`src/rtl/hfov_pkg.sv`:
```
// Package for the horizontal field-of-view point filter.
// Holds widths, CORDIC constants, the arctangent table and the
// controller/datapath interface types. No dependencies.
package hfov_pkg;

	localparam int MAX_STEPS        = 24;
	localparam int STEP_W           = 5;
	localparam int DEF_CORDIC_STEPS = 16;
	localparam int DEF_ANGLE_BITS   = 16;

	localparam int QW    = 18;   // Q1.16 quaternion / heading
	localparam int CW    = 32;   // Q16.16 coordinate
	localparam int DW    = 33;   // coordinate difference
	localparam int PW    = 51;   // QW x DW product
	localparam int AW    = 54;   // accumulator and CORDIC x/y
	localparam int ZW    = 34;   // CORDIC angle, 2^31 = pi
	localparam int LIM_W = 16;
	localparam int IDX_W = 3;

	localparam int IN_DATA_W  = 184;
	localparam int IN_USER_W  = 2;
	localparam int OUT_DATA_W = 112;

	localparam logic signed [ZW-1:0] ANG_PI      = 34'sd2147483648;
	localparam logic signed [ZW-1:0] ANG_HALF_PI = 34'sd1073741824;
	localparam logic signed [AW-1:0] GAIN_Q30    = 54'sd652032875;

	localparam logic [0:0] REG_LEFT  = 1'b0;
	localparam logic [0:0] REG_RIGHT = 1'b1;

	function automatic logic [31:0] atan_lut(input logic [STEP_W-1:0] i);
		logic [31:0] r;
		unique case (i)
			5'd0:  r = 32'h20000000;
			5'd1:  r = 32'h12E4051E;
			5'd2:  r = 32'h09FB385B;
			5'd3:  r = 32'h051111D4;
			5'd4:  r = 32'h028B0D43;
			5'd5:  r = 32'h0145D7E1;
			5'd6:  r = 32'h00A2F61E;
			5'd7:  r = 32'h00517C55;
			5'd8:  r = 32'h0028BE53;
			5'd9:  r = 32'h00145F2F;
			5'd10: r = 32'h000A2F98;
			5'd11: r = 32'h000517CC;
			5'd12: r = 32'h00028BE6;
			5'd13: r = 32'h000145F3;
			5'd14: r = 32'h0000A2FA;
			5'd15: r = 32'h0000517D;
			5'd16: r = 32'h000028BE;
			5'd17: r = 32'h0000145F;
			5'd18: r = 32'h00000A30;
			5'd19: r = 32'h00000518;
			5'd20: r = 32'h0000028C;
			5'd21: r = 32'h00000146;
			5'd22: r = 32'h000000A3;
			5'd23: r = 32'h00000051;
			default: r = 32'h0;
		endcase
		return r;
	endfunction

	typedef enum logic [9:0] {
		S_IDLE   = 10'b0000000001,
		S_CHECK  = 10'b0000000010,
		S_MAC    = 10'b0000000100,
		S_VLOAD  = 10'b0000001000,
		S_VEC    = 10'b0000010000,
		S_RLOAD  = 10'b0000100000,
		S_ROT    = 10'b0001000000,
		S_FIN    = 10'b0010000000,
		S_DECIDE = 10'b0100000000,
		S_EMIT   = 10'b1000000000
	} state_t;

	typedef struct packed {
		logic              capture;
		logic              clr_acc;
		logic              mac_mul;
		logic              mac_acc;
		logic [IDX_W-1:0]  mac_idx;
		logic              clear_pose;
		logic              vload;
		logic              rload;
		logic              step;
		logic              rot_mode;
		logic [STEP_W-1:0] step_idx;
		logic              fin;
		logic              decide;
		logic              emit;
	} cmd_t;

	typedef struct packed {
		logic is_point;
		logic quat_zero;
		logic point_go;
		logic last;
		logic keep;
		logic out_free;
	} status_t;

endpackage

```
`src/rtl/hfov_ctrl.sv`:
```
// Controller state machine of the field-of-view filter.
// Sequences multiply-accumulate, CORDIC vectoring/rotation and output.
// Depends on hfov_pkg.
module hfov_ctrl #(
	parameter int CORDIC_STEPS = hfov_pkg::DEF_CORDIC_STEPS
) (
	input  logic             clk,
	input  logic             arst_n,
	input  logic             in_valid,
	output logic             in_ready,
	input  hfov_pkg::status_t status,
	output hfov_pkg::cmd_t    cmd
);
	import hfov_pkg::*;

	localparam logic [STEP_W-1:0] LAST_STEP = STEP_W'(CORDIC_STEPS - 1);

	state_t            state_q, state_d;
	logic [STEP_W-1:0] cnt_q, cnt_d;
	logic [STEP_W-1:0] n_prod;

	assign n_prod   = status.is_point ? STEP_W'(4) : STEP_W'(6);
	assign in_ready = (state_q == S_IDLE);

	always_comb begin
		state_d = state_q;
		cnt_d   = cnt_q;
		cmd     = '0;
		cmd.mac_idx  = cnt_q[IDX_W-1:0];
		cmd.step_idx = cnt_q;
		unique case (state_q)
			S_IDLE: begin
				if (in_valid) begin
					cmd.capture = 1'b1;
					state_d     = S_CHECK;
				end
			end
			S_CHECK: begin
				cmd.clr_acc = 1'b1;
				cnt_d       = '0;
				if (!status.is_point) begin
					if (status.quat_zero) begin
						cmd.clear_pose = 1'b1;
						state_d        = S_IDLE;
					end else begin
						state_d = S_MAC;
					end
				end else if (status.point_go) begin
					state_d = S_MAC;
				end else begin
					state_d = S_EMIT;
				end
			end
			S_MAC: begin
				// product k is registered, then accumulated in the following cycle
				cmd.mac_mul = (cnt_q < n_prod);
				cmd.mac_acc = (cnt_q != '0);
				if (cnt_q == n_prod) begin
					cnt_d   = '0;
					state_d = S_VLOAD;
				end else begin
					cnt_d = cnt_q + 1'b1;
				end
			end
			S_VLOAD: begin
				cmd.vload = 1'b1;
				cnt_d     = '0;
				state_d   = S_VEC;
			end
			S_VEC: begin
				cmd.step = 1'b1;
				if (cnt_q == LAST_STEP) begin
					cnt_d   = '0;
					state_d = status.is_point ? S_DECIDE : S_RLOAD;
				end else begin
					cnt_d = cnt_q + 1'b1;
				end
			end
			S_RLOAD: begin
				cmd.rload = 1'b1;
				cnt_d     = '0;
				state_d   = S_ROT;
			end
			S_ROT: begin
				cmd.step     = 1'b1;
				cmd.rot_mode = 1'b1;
				if (cnt_q == LAST_STEP) begin
					cnt_d   = '0;
					state_d = S_FIN;
				end else begin
					cnt_d = cnt_q + 1'b1;
				end
			end
			S_FIN: begin
				cmd.fin = 1'b1;
				state_d = S_IDLE;
			end
			S_DECIDE: begin
				cmd.decide = 1'b1;
				state_d    = S_EMIT;
			end
			S_EMIT: begin
				if (status.keep || status.last) begin
					if (status.out_free) begin
						cmd.emit = 1'b1;
						state_d  = S_IDLE;
					end
				end else begin
					state_d = S_IDLE;
				end
			end
			default: state_d = S_IDLE;
		endcase
	end

	always_ff @(posedge clk or negedge arst_n) begin
		if (!arst_n) begin
			state_q <= S_IDLE;
			cnt_q   <= '0;
		end else begin
			state_q <= state_d;
			cnt_q   <= cnt_d;
		end
	end

	a_emit_free: assert property (@(posedge clk) disable iff (!arst_n)
		cmd.emit |-> status.out_free)
		else $error("result loaded while output register busy");
	a_emit_idle: assert property (@(posedge clk) disable iff (!arst_n)
		cmd.emit |=> state_q == S_IDLE)
		else $error("controller not idle after result");
	a_step_range: assert property (@(posedge clk) disable iff (!arst_n)
		cmd.step |-> cnt_q <= LAST_STEP)
		else $error("CORDIC step index out of range");

endmodule

```
`src/rtl/hfov_dp.sv`:
```
// Datapath of the field-of-view filter: input capture, pose state,
// multiply-accumulate, shared CORDIC, bearing check and output register.
// Depends on hfov_pkg.
module hfov_dp #(
	parameter int ANGLE_BITS = hfov_pkg::DEF_ANGLE_BITS
) (
	input  logic                                 clk,
	input  logic                                 arst_n,
	input  logic [hfov_pkg::IN_DATA_W-1:0]       in_data,
	input  logic [hfov_pkg::IN_USER_W-1:0]       in_user,
	input  logic                                 in_last,
	input  logic                                 cfg_we,
	input  logic [0:0]                           cfg_addr,
	input  logic [hfov_pkg::LIM_W-1:0]           cfg_wdata,
	input  hfov_pkg::cmd_t                       cmd,
	output hfov_pkg::status_t                    status,
	output logic                                 out_valid,
	input  logic                                 out_ready,
	output logic [hfov_pkg::OUT_DATA_W-1:0]      out_data,
	output logic                                 out_user,
	output logic                                 out_last
);
	import hfov_pkg::*;

	localparam int BW = ANGLE_BITS + 2;

	function automatic logic signed [QW-1:0] q30_sat(input logic signed [AW-1:0] v);
		logic signed [AW-1:0] r;
		r = (v + 54'sd8192) >>> 14;
		if (r > 54'sd65536)
			r = 54'sd65536;
		else if (r < -54'sd65536)
			r = -54'sd65536;
		return r[QW-1:0];
	endfunction

	// configuration and pose state
	logic [LIM_W-1:0]     left_q, right_q;
	logic signed [QW-1:0] cos_q, sin_q;
	logic signed [CW-1:0] rx_q, ry_q;
	logic                 pose_valid_q;

	// captured item
	logic                 kind_q, fin_q, last_q;
	logic signed [QW-1:0] qx_q, qy_q, qz_q, qw_q;
	logic signed [CW-1:0] cx_q, cy_q, cz_q;
	logic [15:0]          int_q;
	logic signed [DW-1:0] dx_q, dy_q;

	// multiply-accumulate
	logic signed [QW-1:0] op_a;
	logic signed [DW-1:0] op_b;
	logic                 op_tgt, op_neg;
	logic signed [PW-1:0] prod_s1;
	logic                 tgt_s1, neg_s1;
	logic signed [AW-1:0] acc_a_q, acc_b_q, prod_ext;

	// CORDIC
	logic signed [AW-1:0] xr_q, yr_q, xs, ys, x0, y0;
	logic signed [ZW-1:0] zr_q, at, zc;
	logic                 neg_q, dir_pos, hold;

	// bearing
	logic signed [ZW-1:0]     zrnd, zsh;
	logic signed [BW-1:0]     bear;
	logic [ANGLE_BITS+15:0]   lim_l_w, lim_r_w;
	logic [ANGLE_BITS-1:0]    lim_l, lim_r;
	logic                     inview, keep_q;

	logic [OUT_DATA_W-1:0] data_q;
	logic                  valid_q, user_q, olast_q;

	// ---- configuration
	always_ff @(posedge clk or negedge arst_n) begin
		if (!arst_n) begin
			left_q  <= 16'd7220;
			right_q <= 16'd7187;
		end else if (cfg_we) begin
			unique case (cfg_addr)
				REG_LEFT:  left_q  <= cfg_wdata;
				REG_RIGHT: right_q <= cfg_wdata;
			endcase
		end
	end

	// ---- capture
	always_ff @(posedge clk) begin
		if (cmd.capture) begin
			kind_q <= in_user[0];
			fin_q  <= in_user[1];
			last_q <= in_last;
			qx_q   <= in_data[17:0];
			qy_q   <= in_data[35:18];
			qz_q   <= in_data[53:36];
			qw_q   <= in_data[71:54];
			cx_q   <= in_data[103:72];
			cy_q   <= in_data[135:104];
			cz_q   <= in_data[167:136];
			int_q  <= in_data[183:168];
			dx_q   <= {in_data[103], in_data[103:72]} - {rx_q[CW-1], rx_q};
			dy_q   <= {in_data[135], in_data[135:104]} - {ry_q[CW-1], ry_q};
		end
	end

	// ---- multiply-accumulate operand order
	// point: fwd = c*dx + s*dy (A), left = c*dy - s*dx (B)
	// pose:  xc = w*w + x*x - y*y - z*z (A), (w*z + x*y) (B, doubled later)
	always_comb begin
		op_a   = '0;
		op_b   = '0;
		op_tgt = 1'b0;
		op_neg = 1'b0;
		if (kind_q) begin
			unique case (cmd.mac_idx)
				3'd0: begin op_a = cos_q; op_b = dx_q; end
				3'd1: begin op_a = sin_q; op_b = dy_q; end
				3'd2: begin op_a = cos_q; op_b = dy_q; op_tgt = 1'b1; end
				3'd3: begin op_a = sin_q; op_b = dx_q; op_tgt = 1'b1; op_neg = 1'b1; end
				default: ;
			endcase
		end else begin
			unique case (cmd.mac_idx)
				3'd0: begin op_a = qw_q; op_b = DW'(qw_q); end
				3'd1: begin op_a = qx_q; op_b = DW'(qx_q); end
				3'd2: begin op_a = qy_q; op_b = DW'(qy_q); op_neg = 1'b1; end
				3'd3: begin op_a = qz_q; op_b = DW'(qz_q); op_neg = 1'b1; end
				3'd4: begin op_a = qw_q; op_b = DW'(qz_q); op_tgt = 1'b1; end
				3'd5: begin op_a = qx_q; op_b = DW'(qy_q); op_tgt = 1'b1; end
				default: ;
			endcase
		end
	end

	always_ff @(posedge clk) begin
		if (cmd.mac_mul) begin
			prod_s1 <= op_a * op_b;
			tgt_s1  <= op_tgt;
			neg_s1  <= op_neg;
		end
	end

	assign prod_ext = {{(AW-PW){prod_s1[PW-1]}}, prod_s1};

	always_ff @(posedge clk) begin
		if (cmd.clr_acc) begin
			acc_a_q <= '0;
			acc_b_q <= '0;
		end else if (cmd.mac_acc) begin
			if (tgt_s1)
				acc_b_q <= neg_s1 ? acc_b_q - prod_ext : acc_b_q + prod_ext;
			else
				acc_a_q <= neg_s1 ? acc_a_q - prod_ext : acc_a_q + prod_ext;
		end
	end

	// ---- CORDIC, one micro-rotation per cycle while stepping (none once y is zero in vectoring)
	assign x0      = acc_a_q;
	assign y0      = kind_q ? acc_b_q : (acc_b_q <<< 1);
	assign xs      = xr_q >>> cmd.step_idx;
	assign ys      = yr_q >>> cmd.step_idx;
	assign at      = ZW'(atan_lut(cmd.step_idx));
	assign dir_pos = cmd.rot_mode ? !zr_q[ZW-1] : yr_q[AW-1];
	assign hold    = !cmd.rot_mode && (yr_q == '0);

	always_comb begin
		if (zr_q > ANG_PI)
			zc = ANG_PI;
		else if (zr_q < -ANG_PI)
			zc = -ANG_PI;
		else
			zc = zr_q;
	end

	always_ff @(posedge clk) begin
		if (cmd.vload) begin
			// fold the left half-plane onto the right one
			if (x0[AW-1]) begin
				if (!y0[AW-1]) begin
					xr_q <= y0;
					yr_q <= -x0;
					zr_q <= ANG_HALF_PI;
				end else begin
					xr_q <= -y0;
					yr_q <= x0;
					zr_q <= -ANG_HALF_PI;
				end
			end else begin
				xr_q <= x0;
				yr_q <= y0;
				zr_q <= '0;
			end
		end else if (cmd.rload) begin
			xr_q <= GAIN_Q30;
			yr_q <= '0;
			if (zc > ANG_HALF_PI) begin
				zr_q  <= zc - ANG_PI;
				neg_q <= 1'b1;
			end else if (zc < -ANG_HALF_PI) begin
				zr_q  <= zc + ANG_PI;
				neg_q <= 1'b1;
			end else begin
				zr_q  <= zc;
				neg_q <= 1'b0;
			end
		end else if (cmd.step && !hold) begin
			if (dir_pos) begin
				xr_q <= xr_q - ys;
				yr_q <= yr_q + xs;
				zr_q <= zr_q - at;
			end else begin
				xr_q <= xr_q + ys;
				yr_q <= yr_q - xs;
				zr_q <= zr_q + at;
			end
		end
	end

	// ---- pose state
	always_ff @(posedge clk or negedge arst_n) begin
		if (!arst_n) begin
			cos_q        <= '0;
			sin_q        <= '0;
			rx_q         <= '0;
			ry_q         <= '0;
			pose_valid_q <= 1'b0;
		end else if (cmd.clear_pose) begin
			pose_valid_q <= 1'b0;
		end else if (cmd.fin) begin
			cos_q        <= q30_sat(neg_q ? -xr_q : xr_q);
			sin_q        <= q30_sat(neg_q ? -yr_q : yr_q);
			rx_q         <= cx_q;
			ry_q         <= cy_q;
			pose_valid_q <= 1'b1;
		end
	end

	// ---- bearing against the limits
	assign zrnd    = zc + (34'sd1 <<< (31 - ANGLE_BITS));
	assign zsh     = zrnd >>> (32 - ANGLE_BITS);
	assign bear    = zsh[BW-1:0];
	assign lim_l_w = {left_q, {ANGLE_BITS{1'b0}}};
	assign lim_r_w = {right_q, {ANGLE_BITS{1'b0}}};
	assign lim_l   = lim_l_w[ANGLE_BITS+15:16];
	assign lim_r   = lim_r_w[ANGLE_BITS+15:16];
	assign inview  = (bear >= -$signed({2'b00, lim_r})) && (bear <= $signed({2'b00, lim_l}));

	always_ff @(posedge clk or negedge arst_n) begin
		if (!arst_n)
			keep_q <= 1'b0;
		else if (cmd.capture)
			keep_q <= 1'b0;
		else if (cmd.decide)
			keep_q <= inview;
	end

	// ---- output register
	always_ff @(posedge clk or negedge arst_n) begin
		if (!arst_n) begin
			valid_q <= 1'b0;
		end else if (cmd.emit) begin
			valid_q <= 1'b1;
		end else if (out_ready) begin
			valid_q <= 1'b0;
		end
	end

	always_ff @(posedge clk) begin
		if (cmd.emit) begin
			data_q  <= keep_q ? {int_q, cz_q, cy_q, cx_q} : '0;
			user_q  <= keep_q;
			olast_q <= last_q;
		end
	end

	assign out_valid = valid_q;
	assign out_data  = data_q;
	assign out_user  = user_q;
	assign out_last  = olast_q;

	assign status.is_point  = kind_q;
	assign status.quat_zero = (qx_q == '0) && (qy_q == '0) && (qz_q == '0) && (qw_q == '0);
	assign status.point_go  = pose_valid_q && fin_q;
	assign status.last      = last_q;
	assign status.keep      = keep_q;
	assign status.out_free  = !valid_q || out_ready;

endmodule

```
`src/rtl/horizontal_fov_point_filter_unit.sv`:
```
// Horizontal field-of-view sector filter for a point stream.
// Input stream carries pose updates and points; output stream carries kept
// points and end-of-cloud markers. Two limit registers on a write port.
//
// A pose transfer (tuser[0] = 0) sets the heading from the yaw of its
// quaternion and the robot position; a zero quaternion invalidates the pose.
// A point transfer (tuser[0] = 1) is shifted to the robot, turned into the
// heading frame and its bearing found by CORDIC vectoring; it is passed on
// when -right_limit <= bearing <= left_limit. A dropped last point still
// gives a marker with tuser = 0 and tlast = 1; other dropped points vanish.
// A point's result is loaded into the output register after the check,
// MAC, vectoring and decide states, or right after the check for a point
// dropped for lack of a valid pose or finite flag; s_axis_tready returns
// in that same cycle. A pose holds the input through the check, MAC,
// vectoring, rotation and finish states, a zero-quaternion pose only
// through the check. One item is processed at a time on the shared CORDIC.
// The result sits in an output register: a stalled receiver holds the
// finished result there and the next item may be accepted meanwhile.
// Reset clears the pose (points are dropped until a valid pose arrives)
// and restores the default limits.
module horizontal_fov_point_filter_unit #(
	parameter int CORDIC_STEPS = hfov_pkg::DEF_CORDIC_STEPS,
	parameter int ANGLE_BITS   = hfov_pkg::DEF_ANGLE_BITS
) (
	input  logic                              clk,
	input  logic                              arst_n,
	input  logic                              s_axis_tvalid,
	output logic                              s_axis_tready,
	// quat_x, quat_y, quat_z, quat_w, coord_x, coord_y, coord_z, intensity
	input  logic [hfov_pkg::IN_DATA_W-1:0]    s_axis_tdata,
	// kind, point_finite
	input  logic [hfov_pkg::IN_USER_W-1:0]    s_axis_tuser,
	input  logic                              s_axis_tlast,
	output logic                              m_axis_tvalid,
	input  logic                              m_axis_tready,
	// out_x, out_y, out_z, out_intensity
	output logic [hfov_pkg::OUT_DATA_W-1:0]   m_axis_tdata,
	// kept
	output logic                              m_axis_tuser,
	output logic                              m_axis_tlast,
	input  logic                              cfg_we,
	input  logic [0:0]                        cfg_addr,
	input  logic [hfov_pkg::LIM_W-1:0]        cfg_wdata
);
	import hfov_pkg::*;

	cmd_t    cmd;
	status_t status;

	hfov_ctrl #(
		.CORDIC_STEPS(CORDIC_STEPS)
	) u_ctrl (
		.clk      (clk),
		.arst_n   (arst_n),
		.in_valid (s_axis_tvalid),
		.in_ready (s_axis_tready),
		.status   (status),
		.cmd      (cmd)
	);

	hfov_dp #(
		.ANGLE_BITS(ANGLE_BITS)
	) u_dp (
		.clk       (clk),
		.arst_n    (arst_n),
		.in_data   (s_axis_tdata),
		.in_user   (s_axis_tuser),
		.in_last   (s_axis_tlast),
		.cfg_we    (cfg_we),
		.cfg_addr  (cfg_addr),
		.cfg_wdata (cfg_wdata),
		.cmd       (cmd),
		.status    (status),
		.out_valid (m_axis_tvalid),
		.out_ready (m_axis_tready),
		.out_data  (m_axis_tdata),
		.out_user  (m_axis_tuser),
		.out_last  (m_axis_tlast)
	);

endmodule
```
`config.mk`:
```
export PLATFORM = sky130hd
export DESIGN_NAME = horizontal_fov_point_filter_unit
export DESIGN_NICKNAME = d
export VERILOG_FILES = /design/src/rtl/hfov_pkg.sv /design/src/rtl/hfov_ctrl.sv /design/src/rtl/hfov_dp.sv /design/src/rtl/horizontal_fov_point_filter_unit.sv
export SDC_FILE = /design/constraint.sdc
export NUM_CORES = 2
export LEC_CHECK = 0
export ABC_AREA = 1
export CAP_MARGIN = 5
export CELL_PAD_IN_SITES_DETAIL_PLACEMENT = 0
export CELL_PAD_IN_SITES_GLOBAL_PLACEMENT = 1
export CORE_MARGIN = 1
export CORE_UTILIZATION = 49
export CTS_CLUSTER_SIZE = 14
export DETAILED_ROUTE_END_ITERATION = 8
export DONT_BUFFER_PORTS = 1
export PLACE_DENSITY_LB_ADDON = 0.05
export SLEW_MARGIN = 40
export SYNTH_ARGS = -nofsm -noshare
export SYNTH_HDL_FRONTEND = slang
export SYNTH_SLANG_ARGS = --single-unit
export TNS_END_PERCENT = 30
```
`constraint.sdc`:
```
create_clock -name clk -period 16.2 [get_ports clk]
set_input_delay 0.81 -clock clk [delete_from_list [all_inputs] [get_ports clk]]
set_output_delay 0.81 -clock clk [all_outputs]
set_load 0.05 [all_outputs]
```
# Word level (Yosys, flattened, before mapping)
# Memories as Yosys holds them, arrays and structs flattened.
# Index checks and enable logic that the tools add are counted.
# word_totals
regBits,821
rom_bits,960
wordCells,225
mem_count,1
# classes
add_sub_neg,23
multipliers,1
n_lt_le_gt_ge,11
eq_ne,22
shifts,2
mux,81
n_bitwise,4
n_reduce_logical,44
# memory_table
memory,depth,width,read_ports,rd_ports_with_merged_regs,wr,line_no,rtl
(name not given),32,30,1,0,0,hfov_pkg.sv:33,unique case (i)
# ops
operator,count
two-way mux 54 bit,17
two-way mux 34 bit,10
negator 54 bit,4
one-hot mux 33 bit (4 select lines),1
"adder 54 x 15 -> 54 bit, second input constant",2
adder 54 x 51 -> 54 bit,2
adder 54 bit,2
>>> shifter 54 x 5 -> 54 bit,2
subtractor 54 x 51 -> 54 bit,2
subtractor 54 bit,2
two-way mux 18 bit,5
one-hot mux 10 bit (9 select lines),1
"> comparator 40 x 18 -> 1 bit, second input constant",2
"less-than comparator 40 x 17 -> 1 bit, second input constant",2
two-way mux 10 bit,8
zero test 18 bit,4
one-hot mux 18 bit (4 select lines),1
one-hot mux 33 bit (2 select lines),1
subtractor 32 x 32 -> 33 bit,2
zero test 54 bit,1
multiplier 18 x 33 -> 51 bit,1
one-hot mux 18 bit (2 select lines),1
"adder 34 x 17 -> 34 bit, second input constant",1
adder 34 x 33 -> 34 bit,1
other kinds (49),113

# Longest topological paths before layout
# logic_depth
depth_word,9
depth_mapped,47
depth_no_buf,41

# By module
# Synthesis repeated with hierarchy kept, for this count alone.
# hier_totals
cells_unflattened,13236
hier_area_um2,93733.6
# modules_own_cells
module,n_inst,cells_per_inst,area_each_um2,seq_area_each_um2
hfov_dp,1,13039,92401.1,22461.5
hfov_ctrl,1,197,1332.5,376.6

# Worst setup path before layout
# Ideal clock, no wire load.
# synth_timing
path_kind,register to register
startpoint,reg u_ctrl.state_q[8]
endpoint,reg u_dp.cx_q[0] (enable)
setup_ps,873
arrival_ps,12872
required_ps,15327
slack_ps,2456
stages_incl_launch_ff,6
n_path_buf,0
path_cell_list,dfrtp_1 -> nor2_1 -> inv_1 -> nor3_1 -> inv_1 -> nor2_1
# synth_lines
item,line_no,rtl
"start, declared",hfov_ctrl.sv:18,"state_t state_q, state_d;"
"start signal, assigned",hfov_ctrl.sv:121,state_q <= state_d;
"end signal, assigned",hfov_dp.sv:96,cx_q <= in_data[103:72];
"end, declared",hfov_dp.sv:46,"logic signed [CW-1:0] cx_q, cy_q, cz_q;"

# Worst setup path after layout
# layout_timing
startpoint,reg u_ctrl.cnt_q[1]
endpoint,"reg u_dp.prod_s1[50], data pin"
# layout_between
elab_chain_len,5
# layout_rtl
item,line_no,rtl
"start, declared",hfov_ctrl.sv:19,"logic [STEP_W-1:0] cnt_q, cnt_d;"
"start signal, assigned",hfov_ctrl.sv:122,cnt_q <= cnt_d;
== test 3 x 1 -> 1 bit (tied with other cells),"hfov_dp.sv:114, hfov_dp.sv:122",
OR reduction 2 bit (no source line),n/a,
one-hot mux 18 bit (4 select lines) (tied with other cells),hfov_dp.sv:122,unique case (cmd.mac_idx)
two-way mux 18 bit or two-way mux 33 bit (tied branches),hfov_dp.sv:113,if (kind_q) begin
multiplier 18 x 33 -> 51 bit *,hfov_dp.sv:136,prod_s1 <= op_a * op_b;
"end signal, assigned",hfov_dp.sv:136,
"end, declared",hfov_dp.sv:54,logic signed [PW-1:0] prod_s1;
# Every way passes the cells marked *; elsewhere a longest branch is shown, timed or not.
# A chain may end at the register's enable or synchronous reset.

==> flow_summary.yaml <==
min_path:
  hold_end: "u_ctrl.state_q[0]$_DFFE_PN1P_"
  hold_path.class: "primary input to register"
  worstHoldStart: "s_axis_tvalid"
  hold_depth: 1
timing:
  post-route-min-period_ns: 10.26
  drv_slew: 0
  fmax_mhz: 97.5
  period_share: 0.633
  finalHoldViolations: 0
  relSlewSlack: 0.352
  tns_ns: 0
  fin_skew_ns: 0.0842
  worstMarginPinSlew_ns: 0.961
  setup_viol: 0
  rsz0062_at_grt: "false"
floorplan:
  start_util: 0.494
  pin_count: 325
  dieHeight_um: 437
  dieArea_mm2: 0.191
  core_mm2: 0.188
  num_rows: 159
  die_w_um: 437
clocking:
  worstSkewPairLatency_ns: 0.80
  clockBufferDepth: 3
  cts_tree: "yes"
  clk_pin_slew_worst_paths_ns: 0.07
  ctsResizeCount: 0
  root_buffer: "clkbuf_16"
  cts_sinks: 821
  ctsHtreeMaxLevel: 3
  cts_buffers: 99
synthesis:
  ys_seq_elements: 821
  syn_area_per_cell_um2: 7.03
  synth_nets: 14500
  ys.flop_type: "edfxtp_1"
  synthArstFlopShare: 0.183
  synth_edf_count: 563
  yosysUniqueCellTypes: 74
  synth-seq-area-share: 0.246
  syn_area_mm2: 0.0927
  synth_cells: 13200
  ys.warnings.count: 0
global_route:
  busiest_layer: "met2"
  met2_usage: 0.637
  grt_pass1_wl_um: 571000
  grt_max_degree: 151
  grt_use_met1: 0.504
  met3_usage: 0.0663
  grt_overflow: 0
  grt_pass1_vias: 88500
  antenna_found_initial: 20
  track_usage: 0.399
final_layout:
  final_core_util: 0.528
  syn_to_final_growth_pct: 6.87
  drive_gt1_frac: 0.0454
  nets: 14300
route:
  ant_nets: 0
  wl_um: 389000
  vias: 91200
  avgViaCountPerCell: 5.84
  drt_pre_antenna_iters: 7
  drc_errors: 0
  routedWlPerCell_um: 24.9
  drt_iter0_drc: 10500
critical_path:
  cp_max_fo: 40
  critPathKind: "register to register"
  cp_common_cell: "nand2_1"
  startpoint_type: "register"
  crit_path_start: "u_ctrl.cnt_q[1]$_DFFE_PN0P_"
  rr_endpoint: "u_dp.prod_s1[50]$_DFFE_PP_"
  r2r_start: "u_ctrl.cnt_q[1]$_DFFE_PN0P_"
  critPathSlowestCell: "o21a_1"
  cp_data_arrival_time_ns: 10.71
  slowest_delay_ns: 0.60
  endpoint_kind: "register"
  worstRegToRegCells: 36
  ff2ff_setup_slack_ns: 5.94
  cp.required_ns: 16.65
run:
  drv_cap: 0
placed_design:
  dp_hpwl_um: 322000
  numPortBuffers: 0
  place_congestion: 1.09
status:
  status: "finished clean"
[stage by stage]
step	setup WS [ns]	std cells	hold WS, ns	area, um2
floorplan	2.46	13200	0.423	92700
global placement	5.64	15400	0.462	95300
detailed placement	5.83	15400	0.468	95400
CTS	5.79	15600	0.0230	98900
global route	5.47	15600	0.0791	99100
finish	5.94	15600	0.102	99100
[registers in the layout, summed over array words and instances (netlist names), 32 cells and up]
signal         cells
u_dp.acc_b_q      54
u_dp.dy_q         33
u_dp.rx_q         32
u_dp.ry_q         32
u_dp.yr_q         54
u_dp.cz_q         32
u_dp.xr_q         54
u_dp.cy_q         32
u_dp.acc_a_q      54
u_dp.out_data    112
u_dp.prod_s1      51
u_dp.dx_q         33
u_dp.cx_q         32
u_dp.zr_q         34
[cells in the mapped netlist, types with 52 or more instances]
library cell / number / area, um2
a31oi_1: 144 / 901
clkbuf_1: 287 / 1080
nand2_1: 3105 / 11700
nand4_1: 116 / 726
buf_2: 60 / 300
nor2_1: 1460 / 5480
a21oi_1: 819 / 4100
mux2i_1: 78 / 781
xor2_1: 344 / 3010
o21ai_0: 1025 / 5130
ha_1: 491 / 6140
fa_1: 577 / 11600
o21ai_1: 67 / 335
dfxtp_1: 108 / 2160
inv_1: 2228 / 8360
a21boi_0: 52 / 390
nand3_1: 461 / 2310
xnor2_1: 144 / 1260
edfxtp_1: 563 / 16900
dfrtp_1: 137 / 3430
o211ai_1: 74 / 556
or2_2: 73 / 457
nor3_1: 114 / 571
o21a_1: 64 / 480
[cells in the final DEF (no fill, tap or decap), types with 18 or more instances in the layout]
cell type  Yosys  layout
a21boi_0      52      51
a21oi_1      819     819
a221o_1       30      30
a221oi_1      20      20
a22o_1        18      18
a31oi_1      144     142
buf_4          6     123
clkbuf_1     287      18
clkbuf_16      0     103
clkinv_1      20      25
dfrtp_1      137     131
dfxtp_1      108     107
edfxtp_1     563     563
fa_1         577     577
ha_1         491     490
inv_1       2228    2223
inv_2         17      23
mux2i_1       78      71
nand2_1     3105    3102
nand2_2       39      42
nand3_1      461     460
nand4_1      116     116
nor2_1      1460    1450
nor2_2        50      55
nor2_4        13      18
nor3_1       114     112
nor4_1        51      49
o211ai_1      74      74
o21a_1        64      63
o21ai_0     1025     965
o21ai_1       67     111
o21bai_1      43      43
o221ai_1      24      24
o22ai_1       33      33
o31ai_1       18      18
or2_2         73      73
xnor2_1      144     143
xor2_1       344     341
[cell type report]
type / instances / area [um2]
flip-flops and latches: 821 / 22900
repair buffers: 136 / 1150
clock buffers: 132 / 2800
inverters: 2266 / 8520
clock inverters: 56 / 706
diodes: 9 / 22.5
fillers: 18500 / 88700
well taps: 2495 / 3120
multi-input cells: 9706 / 59900
[worst max-delay path, delay by kind of cell, from the launching register on]
| family | cells | cell delay [ns] |
|---|---|---|
| AOI/OAI and AO/OA | 6 | 1.89 |
| xor gates and xnor gates | 1 | 0.13 |
| adders and majority gates | 8 | 3.68 |
| buffers and inverters | 9 | 2.15 |
| DFF | 1 | 0.42 |
| and+or+nand+nor | 12 | 1.63 |
[logic make-up (layout without fill, tap and decap cells)]
group / after synthesis / count (layout) / share of synthesized area
xor gates and xnor gates: 488 / 488 / 0.0461
muxes: 78 / 78 / 0.00842
buffers and inverters: 2670 / 2590 / 0.110
DFF: 821 / 821 / 0.246
adders and majority gates: 1068 / 1068 / 0.191
other: 0 / 9 / 0
and+or+nand+nor: 5539 / 5539 / 0.244
AOI/OAI and AO/OA: 2533 / 2533 / 0.154
[worst max path at each step]
stage / to
after floorplan: u_dp.cx_q[0]$_DFFE_PP_
after global placement: u_dp.prod_s1[45]$_DFFE_PP_
after detailed placement: u_dp.prod_s1[50]$_DFFE_PP_
after CTS: u_dp.prod_s1[50]$_DFFE_PP_
after global routing: u_dp.prod_s1[45]$_DFFE_PP_
final: u_dp.prod_s1[50]$_DFFE_PP_
[layer usage]
layer / up-vias / share of wire
met5: - / 0.00021
met4: 14 / 0.074
met3: 927 / 0.084
met2: 4491 / 0.45
met1: 43500 / 0.39
li1: 42200 / -
[repair_timing]
action	in CTS	in global routing
setup buffers	0	0
hold endpoints to repair	150	55
hold buffers	1	1
Power is left out: the tool's default activity adds up to more than one toggle a clock period on the data nets, which glitch-free logic cannot reach.
